$ cat config.mk
export PLATFORM = sky130hd
export DESIGN_NAME = serial_frame_crc16_check_append_core_flat
export DESIGN_NICKNAME = d
export VERILOG_FILES = /design/src/sv/sfc_pkg.sv /design/src/sv/sfc_item_if.sv /design/src/sv/sfc_result_if.sv /design/src/sv/sfc_out_stage.sv /design/src/sv/serial_frame_crc16_check_append_core.sv /design/src/flat_wrapper.sv
export SDC_FILE = /design/constraint.sdc
export NUM_CORES = 1
export LEC_CHECK = 0
export BUFFER_PORTS_ARGS = -buffer_cell sky130_fd_sc_hd__buf_2
export CAP_MARGIN = 5
export CORE_ASPECT_RATIO = 1.4
export CORE_MARGIN = 5
export CORE_UTILIZATION = 30
export CTS_CLUSTER_DIAMETER = 80
export DETAILED_ROUTE_END_ITERATION = 6
export GPL_TIMING_DRIVEN = 0
export PLACE_DENSITY = 0.48
export SYNTH_ARGS = -nofsm -noshare
export SYNTH_HDL_FRONTEND = slang
export SYNTH_SLANG_ARGS = --single-unit
$ cat constraint.sdc
create_clock -name clk -period 8 [get_ports clk]
set_input_delay 0.4 -clock clk [delete_from_list [all_inputs] [get_ports clk]]
set_output_delay 0.4 -clock clk [all_outputs]
set_load 0.1 [all_outputs]
$ cat src/sv/sfc_pkg.sv
// Shared types, codes and the CRC byte update for the serial frame CRC-16 block.
// No dependencies; every other file in sv/ imports this package.
package sfc_pkg;

  localparam logic [7:0]  HDR_BYTE = 8'hA5;
  localparam logic [15:0] CRC_POLY = 16'h8408;

  // Configuration register indexes
  localparam logic [1:0] CFG_FRAME_LENGTH = 2'd0;
  localparam logic [1:0] CFG_SEND_MODE    = 2'd1;
  localparam logic [1:0] CFG_CRC_SEED     = 2'd2;

  localparam logic [7:0]  FRAME_LENGTH_RST = 8'd16;
  localparam logic [7:0]  FRAME_LENGTH_MIN = 8'd3;
  localparam logic [15:0] CRC_SEED_RST     = 16'hFFFF;

  typedef enum logic [1:0] {
    STATUS_OK    = 2'd0,
    STATUS_BAD   = 2'd1,
    STATUS_SHORT = 2'd2
  } status_t;

  typedef struct packed {
    logic [7:0]  out_byte;
    logic        is_status;
    status_t     frame_status;
    logic [15:0] crc_value;
    logic        last;
  } result_t;

  // One accepted item as seen by the output stage
  typedef struct packed {
    logic    load;    // item yields at least one result
    logic    triple;  // follow the result with the CRC low and high bytes
    result_t res;
  } push_t;

  // Reflected CRC-16 update by one byte, LSB first
  function automatic logic [15:0] crc_byte(input logic [15:0] crc, input logic [7:0] b);
    logic [15:0] c;
    c = crc ^ {8'h00, b};
    for (int i = 0; i < 8; i++) begin
      c = c[0] ? ((c >> 1) ^ CRC_POLY) : (c >> 1);
    end
    return c;
  endfunction

endpackage

$ cat src/sv/sfc_item_if.sv
// Input channel: one frame or payload byte per transaction.
// Depends on sfc_pkg.
interface sfc_item_if;
  import sfc_pkg::*;

  logic       valid;
  logic       ready;
  logic [7:0] data_byte;
  logic       frame_end;

  modport source (output valid, output data_byte, output frame_end, input ready);
  modport sink   (input valid, input data_byte, input frame_end, output ready);
endinterface

$ cat src/sv/sfc_result_if.sv
// Output channel: one transmit byte or one frame status per transaction.
// Depends on sfc_pkg.
interface sfc_result_if;
  import sfc_pkg::*;

  logic        valid;
  logic        ready;
  logic [7:0]  out_byte;
  logic        is_status;
  status_t     frame_status;
  logic [15:0] crc_value;
  logic        last;

  modport source (output valid, output out_byte, output is_status, output frame_status,
                  output crc_value, output last, input ready);
  modport sink   (input valid, input out_byte, input is_status, input frame_status,
                  input crc_value, input last, output ready);
endinterface

$ cat src/sv/sfc_out_stage.sv
// Result register with a two-entry tail sequencer for the appended CRC bytes.
// Depends on sfc_pkg.
module sfc_out_stage (
  input  logic            clk,
  input  logic            rst,
  input  logic            push_en,
  input  sfc_pkg::push_t  push,
  output logic            can_load,
  output logic            res_valid,
  input  logic            res_ready,
  output sfc_pkg::result_t res
);
  import sfc_pkg::*;

  logic        vld, vld_next;
  result_t     data, data_next;
  logic [1:0]  tail_cnt, tail_cnt_next;
  logic [15:0] tail_crc, tail_crc_next;
  logic        take;

  assign take      = vld && res_ready;
  assign can_load  = !vld || (take && (tail_cnt == 2'd0));
  assign res_valid = vld;
  assign res       = data;

  always_comb begin
    vld_next      = vld;
    data_next     = data;
    tail_cnt_next = tail_cnt;
    tail_crc_next = tail_crc;
    if (take && (tail_cnt != 2'd0)) begin
      // advance through the CRC bytes, low first
      data_next.is_status    = 1'b0;
      data_next.frame_status = STATUS_OK;
      data_next.crc_value    = tail_crc;
      if (tail_cnt == 2'd2) begin
        data_next.out_byte = tail_crc[7:0];
        data_next.last     = 1'b0;
      end else begin
        data_next.out_byte = tail_crc[15:8];
        data_next.last     = 1'b1;
      end
      tail_cnt_next = tail_cnt - 2'd1;
    end else if (can_load) begin
      vld_next = push_en && push.load;
      if (push_en && push.load) begin
        data_next     = push.res;
        tail_cnt_next = push.triple ? 2'd2 : 2'd0;
        tail_crc_next = push.res.crc_value;
        if (push.triple) begin
          data_next.crc_value = '0;
        end
      end
    end
  end

  always_ff @(posedge clk) begin
    if (rst) begin
      vld      <= 1'b0;
      tail_cnt <= 2'd0;
    end else begin
      vld      <= vld_next;
      tail_cnt <= tail_cnt_next;
    end
    data     <= data_next;
    tail_crc <= tail_crc_next;
  end

endmodule

$ cat src/sv/serial_frame_crc16_check_append_core.sv
// Serial frame CRC-16 (reflected, poly 0x8408) checker and appender, top level.
// Depends on sfc_pkg, sfc_item_if, sfc_result_if and sfc_out_stage.
//
//   channel   | kind             | payload
//   ----------+------------------+-------------------------------------------------
//   item      | valid/ready sink | data_byte[7:0], frame_end
//   result    | valid/ready src  | out_byte[7:0], is_status, frame_status[1:0],
//             |                  | crc_value[15:0], last
//   cfg       | write only       | cfg_wr_en, cfg_index[1:0], cfg_data[15:0]
//
// Each byte is processed in the cycle it is accepted: one CRC byte update and the
// frame compare sit between the item handshake and the result register, so one
// byte per cycle is taken while the result side keeps up.
// The last payload byte in append mode yields three results; the result register
// then holds item.ready low while the CRC low and high bytes go out.
// A stalled result holds item.ready low. Bytes that yield no result (check mode,
// mid-frame) still wait for the result register to be free.
// Reset (rst, synchronous) restores frame_length 16, send_mode 0, crc_seed 0xFFFF
// and clears the frame state. Any configuration write aborts the frame in progress.
module serial_frame_crc16_check_append_core (
  input  logic         clk,
  input  logic         rst,
  sfc_item_if.sink     item,
  sfc_result_if.source result,
  input  logic         cfg_wr_en,
  input  logic [1:0]   cfg_index,
  input  logic [15:0]  cfg_data
);
  import sfc_pkg::*;

  // configuration registers
  logic [7:0]  frame_length;
  logic        send_mode;
  logic [15:0] crc_seed;

  // frame state
  logic [15:0] crc_running, crc_running_next;
  logic [7:0]  byte_count, byte_count_next;
  logic        header_bad, header_bad_next;
  logic        low_crc_match, low_crc_match_next;

  logic        accept;
  logic        can_load;
  push_t       push;
  result_t     res;
  logic [7:0]  len;
  logic [7:0]  tx_byte;
  logic [15:0] crc_upd;
  logic        full_match;
  logic        restart;

  assign accept = item.valid && item.ready;
  assign item.ready = can_load;

  // lengths below three act as three
  assign len = (frame_length < FRAME_LENGTH_MIN) ? FRAME_LENGTH_MIN : frame_length;

  // in append mode the first byte is forced to the header
  assign tx_byte = (send_mode && (byte_count == 8'd0)) ? HDR_BYTE : item.data_byte;
  assign crc_upd = crc_byte(crc_running, tx_byte);

  always_comb begin
    crc_running_next   = crc_running;
    byte_count_next    = byte_count;
    header_bad_next    = header_bad;
    low_crc_match_next = low_crc_match;
    full_match         = 1'b0;
    restart            = 1'b0;
    push               = '0;

    if (send_mode) begin
      push.load             = 1'b1;
      push.res.out_byte     = tx_byte;
      push.res.frame_status = STATUS_OK;
      crc_running_next      = crc_upd;
      if (byte_count >= len - 8'd3) begin
        // last payload byte: queue the CRC bytes behind it
        push.triple        = 1'b1;
        push.res.crc_value = crc_upd;
        restart            = 1'b1;
      end else begin
        byte_count_next = byte_count + 8'd1;
      end
    end else begin
      if (byte_count == 8'd0) begin
        header_bad_next = (item.data_byte != HDR_BYTE);
      end
      if (byte_count < len - 8'd2) begin
        crc_running_next = crc_upd;
      end else if (byte_count == len - 8'd2) begin
        low_crc_match_next = (item.data_byte == crc_running[7:0]);
      end else begin
        full_match = low_crc_match && (item.data_byte == crc_running[15:8]);
      end

      push.res.is_status = 1'b1;
      push.res.last      = 1'b1;
      push.res.crc_value = crc_running_next;
      if (byte_count >= len - 8'd1) begin
        // full length reached: end marker does not matter here
        push.load             = 1'b1;
        push.res.frame_status = (!header_bad_next && full_match) ? STATUS_OK : STATUS_BAD;
        restart               = 1'b1;
      end else if (item.frame_end) begin
        push.load             = 1'b1;
        push.res.frame_status = STATUS_SHORT;
        restart               = 1'b1;
      end else begin
        push.res.frame_status = STATUS_OK;
        byte_count_next       = byte_count + 8'd1;
      end
    end

    if (restart) begin
      crc_running_next   = crc_seed;
      byte_count_next    = 8'd0;
      header_bad_next    = 1'b0;
      low_crc_match_next = 1'b0;
    end
  end

  always_ff @(posedge clk) begin
    if (rst) begin
      frame_length  <= FRAME_LENGTH_RST;
      send_mode     <= 1'b0;
      crc_seed      <= CRC_SEED_RST;
      crc_running   <= CRC_SEED_RST;
      byte_count    <= 8'd0;
      header_bad    <= 1'b0;
      low_crc_match <= 1'b0;
    end else if (cfg_wr_en) begin
      // any write, even to an unused index, drops the frame in progress
      case (cfg_index)
        CFG_FRAME_LENGTH: frame_length <= cfg_data[7:0];
        CFG_SEND_MODE:    send_mode    <= cfg_data[0];
        CFG_CRC_SEED:     crc_seed     <= cfg_data;
        default:          ;
      endcase
      // reload from the seed as it stands after this write
      crc_running   <= (cfg_index == CFG_CRC_SEED) ? cfg_data : crc_seed;
      byte_count    <= 8'd0;
      header_bad    <= 1'b0;
      low_crc_match <= 1'b0;
    end else if (accept) begin
      crc_running   <= crc_running_next;
      byte_count    <= byte_count_next;
      header_bad    <= header_bad_next;
      low_crc_match <= low_crc_match_next;
    end
  end

  sfc_out_stage u_out (
    .clk       (clk),
    .rst       (rst),
    .push_en   (accept),
    .push      (push),
    .can_load  (can_load),
    .res_valid (result.valid),
    .res_ready (result.ready),
    .res       (res)
  );

  assign result.out_byte     = res.out_byte;
  assign result.is_status    = res.is_status;
  assign result.frame_status = res.frame_status;
  assign result.crc_value    = res.crc_value;
  assign result.last         = res.last;

endmodule

$ cat src/flat_wrapper.sv
// flat-port wrapper written by rule: the top's interface ports become plain ports
module serial_frame_crc16_check_append_core_flat import sfc_pkg::*;
  (clk, rst, cfg_wr_en, cfg_index, cfg_data, item_valid, item_data_byte, item_frame_end, item_ready, result_valid, result_out_byte, result_is_status, result_frame_status, result_crc_value, result_last, result_ready);
  sfc_item_if item_i ();
  sfc_result_if result_i ();
  input  logic clk;
  input  logic rst;
  input  logic cfg_wr_en;
  input  logic [1:0] cfg_index;
  input  logic [15:0] cfg_data;
  input wire logic [$bits(item_i.valid)-1:0] item_valid;
  input wire logic [$bits(item_i.data_byte)-1:0] item_data_byte;
  input wire logic [$bits(item_i.frame_end)-1:0] item_frame_end;
  output wire logic [$bits(item_i.ready)-1:0] item_ready;
  output wire logic [$bits(result_i.valid)-1:0] result_valid;
  output wire logic [$bits(result_i.out_byte)-1:0] result_out_byte;
  output wire logic [$bits(result_i.is_status)-1:0] result_is_status;
  output wire logic [$bits(result_i.frame_status)-1:0] result_frame_status;
  output wire logic [$bits(result_i.crc_value)-1:0] result_crc_value;
  output wire logic [$bits(result_i.last)-1:0] result_last;
  input wire logic [$bits(result_i.ready)-1:0] result_ready;
  assign item_i.valid = item_valid;
  assign item_i.data_byte = item_data_byte;
  assign item_i.frame_end = item_frame_end;
  assign item_ready = item_i.ready;
  assign result_valid = result_i.valid;
  assign result_out_byte = result_i.out_byte;
  assign result_is_status = result_i.is_status;
  assign result_frame_status = result_i.frame_status;
  assign result_crc_value = result_i.crc_value;
  assign result_last = result_i.last;
  assign result_i.ready = result_ready;
  serial_frame_crc16_check_append_core u_core (.clk(clk), .rst(rst), .item(item_i), .result(result_i), .cfg_wr_en(cfg_wr_en), .cfg_index(cfg_index), .cfg_data(cfg_data));
endmodule
==> results of run 1 <==
-- stage by stage --
step	utilization (%)	power [mW]	cells	area (µm²)	hold slack (ns)
after floorplan	-	0.890	686	6360	0.447
after global placement	33.1	0.996	1003	6970	0.460
after detailed placement	33.2	0.997	1004	6990	0.457
after CTS	34.7	1.46	1020	7290	0.272
after global routing	34.7	1.51	1020	7290	0.288
final	34.7	1.44	1020	7290	0.277
-- how the worst max path moves through the flow --
stage,startpoint,end,slack (ns)
3_3_place_gp,u_core.frame_length[5]$_SDFFE_PP0P_,u_core.u_out.res[15]$_DFFE_PP_,2.18
2_1_floorplan,u_core.frame_length[4]$_SDFFE_PP1P_,u_core.u_out.res[0]$_DFFE_PP_,3.36
5_1_grt,u_core.frame_length[6]$_SDFFE_PP0P_,u_core.u_out.tail_crc[2]$_DFFE_PP_,2.60
4_1_cts,u_core.frame_length[5]$_SDFFE_PP0P_,u_core.u_out.tail_crc[2]$_DFFE_PP_,3.09
3_5_place_dp,u_core.frame_length[5]$_SDFFE_PP0P_,u_core.u_out.tail_crc[12]$_DFFE_PP_,3.12
6_report,u_core.frame_length[5]$_SDFFE_PP0P_,u_core.u_out.tail_crc[2]$_DFFE_PP_,3.05
-- layout make-up --
type	instances	area (µm²)	area share, %
Buffer	50	203	2.78
Inverter	23	86.3	1.18
Tap cell	260	325	4.46
Clock inverter	7	81.3	1.11
Clock buffer	9	225	3.09
Sequential cell	98	2370	32.5
Multi-Input combinational cell	515	3700	50.7
Timing Repair Buffer	58	300	4.12
-- cells in the final DEF (no fill, tap or decap), types with 4 or more instances in the layout --
master,count
o211ai_1,6
inv_1,23
a21oi_1,38
o22ai_1,8
nand2b_1,5
o221ai_1,13
a221oi_1,10
buf_1,4
nand3_1,12
xor2_1,34
edfxtp_1,41
a21o_1,4
mux2i_1,35
clkbuf_16,9
o21ai_1,6
xnor2_1,38
or2_2,5
a211o_1,17
nand4_1,7
ha_1,30
or3_1,5
clkbuf_1,36
dfxtp_1,57
and3_1,17
nor2_1,55
o21ai_0,23
mux2_2,15
nand2_1,62
buf_2,64
o31ai_1,8
nor3_1,12
-- state kept, by name, summed over array words and instances (netlist names), 2 cells and up --
name / count
u_core.byte_count: 8
u_core.frame_length: 8
u_core.crc_seed: 16
u_core.u_out.res: 28
u_core.crc_running: 16
u_core.u_out.tail_cnt: 2
u_core.u_out.tail_crc: 16
-- per-layer routing --
layer	up-vias	routed length [µm]	part of all wire, %
met4	0	596	3.0
met5	-	0	0
li1	2631	-	-
met2	132	9800	50
met1	2493	8650	44
met3	27	705	3.6
-- cell families (layout without fill, tap and decap cells) --
family	count (synthesis)	in the layout
multiplexers	50	50
buffers and inverters	73	147
adder cells (fa/ha/maj)	30	30
AND/OR/NAND/NOR	199	199
flip-flops	98	98
XOR/XNOR	75	75
AO/OA/AOI/OAI	161	161
-- where the power goes --
| part | internal, mW | switching [mW] |
|---|---|---|
| clock | 0.248 | 0.209 |
| combinational | 0.133 | 0.265 |
| sequential | 0.566 | 0.0225 |
==> flow_summary_export.csv, run 1 <==
group,metric,value,unit
run_status,outcome,"completed",
clocking,cts-buffers-inserted,9,
grt,antenna_found_initial,0,
power_and_ir_drop,cellLeakagePower,2.94,nW
clocking,cts-root-buf,"clkbuf_16",
logic_synthesis,synth_top_family_by_area,"compound AO/OA/AOI/OAI gates",
sta,final.min_clock_period,4.95,ns
placement,post-place-ws,3.12,ns
logic_synthesis,synth-edff-count,41,
worst_setup_path,critPathRequiredTime,7.98,ns
clocking,cts_hold_buf,0,
sta,rsz0062_at_grt,"no",
die,die_area,0.0242,mm²
clocking,cts_resized,0,
worst_hold_path,hold_end,"u_core.frame_length[4]$_SDFFE_PP1P_",
grt,grt_max_degree,19,
layout,fillers,2154,
worst_setup_path,r2r-start,"u_core.frame_length[5]$_SDFFE_PP0P_",
power_and_ir_drop,vdd_drop_max,0.103,mV
detailed_routing,wirelength,19700,µm
layout,finalNetCount,817,
detailed_routing,vias,5283,
flow_run,drv_cap,0,
worst_setup_path,worst-setup-path-type,"reg2reg",
worst_setup_path,path_depth,16,
detailed_routing,drt_iter0_markers,338,
die,ios,62,
grt,track_usage,16.4,%
clocking,insertion_delay,0.36,ns
logic_synthesis,syn_area,0.00636,mm²
logic_synthesis,synthArstFlopShare,0,%
grt,grt_pass1_vias,5448,
sta,worst_pin_slew,0.840,ns
worst_setup_path,path_cells,"clkbuf_1 > or4_1 > nor3_1 > or2_2 > clkbuf_2 > inv_1 > ha_1 > nand2_1 > nand2_1 > o31ai_1 > ha_1 > and3_1 > a221oi_2 > o21ai_2 > o31ai_1 > inv_1",
detailed_routing,first_pass_iters,5,
grt,use_met2,28.9,%
sta,min_period_over_period,61.9,%
die,core,0.0210,mm²
clocking,tritoncts,"yes",
logic_synthesis,syn_avg_cell_area,9.27,µm²
logic_synthesis,synth_mux_area_share,8.17,%
die,initial_core_util,30.2,%
worst_setup_path,r2r_slack,3.05,ns
logic_synthesis,ys.warnings.count,0,
sta,fmax,202,MHz
placement,numPortBuffers,57,
layout,area_growth,14.7,%
worst_hold_path,hold_start,"cfg_data[4]",
worst_hold_path,whs_path_depth,2,
worst_setup_path,startpoint_type,"register",
clocking,numClockSinks,98,
grt,busiest_layer,"met2",
logic_synthesis,synth-simple-area-share,15.4,%
grt,grt_overflow,0,
worst_setup_path,slowest_stage,"o31ai_1",
placement,routabilityCongestion,0.888,
grt,use_met3,2.10,%
logic_synthesis,synth_cell_types,61,
die,rows,63,
logic_synthesis,ys_seq_area_share,37.3,%
detailed_routing,wire_per_inst,19.4,µm
placement,dpl.hpwl,15700,µm
worst_setup_path,r2r_cells,16,
grt,grt_pass1_wl,31200,µm
clocking,clk_pin_slew,0.07,ns
worst_setup_path,cp_slowest_stage_delay,0.72,ns
worst_setup_path,endpoint_kind,"register",
logic_synthesis,yosys-top-cells-area,"edfxtp_1 (19%), dfxtp_1 (18%), ha_1 (5.9%)",
sta,hold_viol,0,
worst_setup_path,crit_fanout,17,
clocking,h-tree-depth,3,
logic_synthesis,synth_compound_area_share,17.7,%
detailed_routing,drc,0,
worst_setup_path,regToRegEndpoint,"u_core.u_out.tail_crc[2]$_DFFE_PP_",
layout,drive_gt1_share,15.4,%
clocking,cts_buffer_depth,2,
logic_synthesis,synth.net_count,748,
die,die_h,182,µm
sta,finalSetupViolCount,0,
power_and_ir_drop,cellPowerDensity,198,mW/mm²
worst_setup_path,path_buf_inv,4,
logic_synthesis,ys.flop_type,"dfxtp_1",
logic_synthesis,syn-instance-count,686,
sta,finalSetupTns,0,ns
worst_setup_path,arrival,4.93,ns
worst_setup_path,critPathTopFamily,"compound AO/OA/AOI/OAI gates",
sta,fin_skew,0.00798,ns
logic_synthesis,synth_top_area_cell,"edfxtp_1",
worst_hold_path,hold_class,"in2reg",
sta,layout_setup_ws,3.05,ns
sta,relSlewSlack,43.5,%
logic_synthesis,yosys.area.top_type_share,19.4,%
clocking,post_cts_buffers,0,
logic_synthesis,synth_fa_ha_area_share,5.90,%
logic_synthesis,yosys-top-cells-count,"nand2_1 (62), dfxtp_1 (57), nor2_1 (55)",
grt,grtUsageMet1,19.9,%
sta,slew_violations,0,
detailed_routing,via_per_inst,5.18,
logic_synthesis,ys_seq_elements,98,
layout,n_antenna_cell,0,
logic_synthesis,synthXorXnorAreaFrac,11.0,%
die,die-width,133,µm
logic_synthesis,synthMostInstantiatedCell,"nand2_1",
detailed_routing,antenna_left,0,
No activity file was read; power rests on OpenSTA's default activity.
==> inputs of run 2 (changes only) <==
--- a/config.mk
+++ b/config.mk
@@ -13,7 +13,7 @@
 export CTS_CLUSTER_DIAMETER = 80
 export DETAILED_ROUTE_END_ITERATION = 6
 export GPL_TIMING_DRIVEN = 0
-export PLACE_DENSITY = 0.48
+export PLACE_DENSITY = 0.5
 export SYNTH_ARGS = -nofsm -noshare
 export SYNTH_HDL_FRONTEND = slang
 export SYNTH_SLANG_ARGS = --single-unit
==> constraint.sdc (replaced) <==
create_clock -name clk -period 4.54 [get_ports clk]
set_input_delay 0.227 -clock clk [delete_from_list [all_inputs] [get_ports clk]]
set_output_delay 0.227 -clock clk [all_outputs]
set_load 0.1 [all_outputs]
==> flow_summary_export.csv, run 2 (synthesis gave the netlist of run 1 again) <==
group,metric,value,unit
power_and_ir_drop,vdd_drop_max,0.208,mV
sta,relSlewSlack,39.6,%
power_and_ir_drop,cellLeakagePower,2.98,nW
layout,final_common_cell,"buf_2",
die,core,0.0210,mm²
sta,holdWs,0.109,ns
clocking,clk_pin_slew,0.07,ns
sta,hold_viol,0,
die,die_h,182,µm
detailed_routing,wirelength,19500,µm
power_and_ir_drop,cellPowerDensity,346,mW/mm²
grt,grt_pass1_vias,5331,
detailed_routing,first_pass_iters,4,
worst_hold_path,hold_class,"in2reg",
clocking,h-tree-depth,3,
grt,grt_overflow,0,
detailed_routing,via_per_inst,5.11,
worst_setup_path,worst-setup-path-type,"reg2reg",
sta,finalSetupViolCount,0,
detailed_routing,wire_per_inst,19.0,µm
placement,routabilityCongestion,0.855,
worst_setup_path,setup.worst_path.start,"u_core.frame_length[5]$_SDFFE_PP0P_",
worst_hold_path,hold_start,"cfg_data[4]",
clocking,cts-root-buf,"clkbuf_16",
worst_setup_path,startpoint_type,"register",
sta,rsz0062_at_grt,"no",
sta,final.min_clock_period,4.29,ns
layout,area_growth,16.2,%
grt,grt_max_degree,19,
placement,dpl.hpwl,15500,µm
layout,n_antenna_cell,0,
layout,fillers,2192,
clocking,cts_hold_buf,0,
layout,finalNetCount,822,
worst_setup_path,crit_fanout,7,
die,rows,63,
detailed_routing,antenna_left,0,
grt,grt_pass1_wl,31200,µm
sta,min_period_over_period,94.4,%
sta,worst_pin_slew,0.903,ns
sta,layout_setup_ws,0.255,ns
layout,multiInputGateArea,0.00373,mm²
grt,track_usage,16.5,%
sta,fin_skew,0.00879,ns
layout,layout_common_cells,"buf_2 (63), nand2_1 (62), dfxtp_1 (57), nor2_1 (55), edfxtp_1 (41)",
die,initial_core_util,30.2,%
layout,largest_reg_flops,28,
layout,regArea,0.00237,mm²
placement,numPortBuffers,57,
die,ios,62,
detailed_routing,drc,0,
worst_setup_path,r2r-start,"u_core.frame_length[5]$_SDFFE_PP0P_",
sta,fmax,233,MHz
grt,antenna_found_initial,0,
worst_setup_path,endpoint_kind,"register",
detailed_routing,drt_iter0_markers,321,
clocking,tritoncts,"yes",
flow_run,drv_cap,0,
die,die_area,0.0242,mm²
die,die-width,133,µm
run_status,outcome,"completed",
placement,post-place-ws,-0.234,ns
worst_setup_path,critPathRequiredTime,4.83,ns
clocking,numClockSinks,98,
worst_setup_path,arrival,4.57,ns
detailed_routing,vias,5241,
layout,drive_gt1_share,17.1,%
clocking,cts_buffer_depth,2,
clocking,insertion_delay,0.36,ns
clocking,cts-buffers-inserted,9,
sta,slew_violations,0,
## run 2: cell type report
| cell class | instances | area share, % |
|---|---|---|
| plain buffers | 49 | 2.85 |
| repair buffers | 64 | 4.68 |
| multi-input cells | 515 | 50.6 |
| inverters | 23 | 1.22 |
| flip-flops and latches | 98 | 32.1 |
| clock inverters | 7 | 1.12 |
| well taps | 260 | 4.40 |
| clock buffers | 9 | 3.05 |
## run 2: what timing repair did
item / 4_1_cts / 5_1_grt
buffers inserted: 0 / 6
resized for setup: 3 / 16
pin swaps: 0 / 2
setup endpoints to repair: 54 / 60
## run 2: path summary, 6_finish.rpt
| kind | cells past startpoint | slack, ns | endpoint |
|---|---|---|---|
| setup / recovery | 17 | 0.25 | u_core.low_crc_match$_SDFFE_PP0P_ |
| hold / removal | 2 | 0.11 | u_core.frame_length[4]$_SDFFE_PP1P_ |
| setup reg to reg | 17 | 0.25 | u_core.low_crc_match$_SDFFE_PP0P_ |
| hold reg to reg | 2 | 0.46 | u_core.u_out.res[19]$_SDFFE_PP0P_ |
## run 2: routing by layer
metal | vias to the layer above | wire [µm] | global-route usage [%]
met4 | 0 | 622 | 7.15
met1 | 2466 | 8360 | 20.1
met3 | 31 | 621 | 2.18
met2 | 104 | 9860 | 28.8
li1 | 2640 | - | -
met5 | - | 0 | 0
## run 2: critical path, cell delays in order, from the launching register on
cell      delay (ns)
dfxtp_1         0.30
clkbuf_1        0.19
or4_4           0.53
nor3_1          0.16
or2_2           0.14
clkbuf_2        0.17
inv_1           0.09
ha_1            0.21
nand2_1         0.06
nand2_1         0.07
o31ai_1         0.21
ha_1            0.29
and3_1          0.20
a221oi_2        0.31
o21ai_4         0.18
or3_4           0.40
or4_1           0.55
o211ai_2        0.14
## run 2: where the power goes
| group | switching, mW | leakage [nW] | internal, mW |
|---|---|---|---|
| clock network | 0.368 | 0.151 | 0.438 |
| registers | 0.0414 | 0.859 | 0.997 |
| logic | 0.467 | 1.97 | 0.241 |
| total | 0.876 | 2.98 | 1.68 |
## run 2: through the flow
| step | area [µm²] | cells | power [mW] | TNS (ns) | util (%) |
|---|---|---|---|---|---|
| floorplan | 6360 | 686 | 1.57 | 0 | - |
| global placement | 6970 | 1003 | 1.75 | -12.53 | 33.1 |
| detailed placement | 6990 | 1004 | 1.76 | -8.03 | 33.2 |
| CTS | 7310 | 1020 | 2.57 | 0 | 34.7 |
| global route | 7390 | 1025 | 2.68 | 0 | 35.1 |
| finish | 7390 | 1025 | 2.55 | 0 | 35.1 |
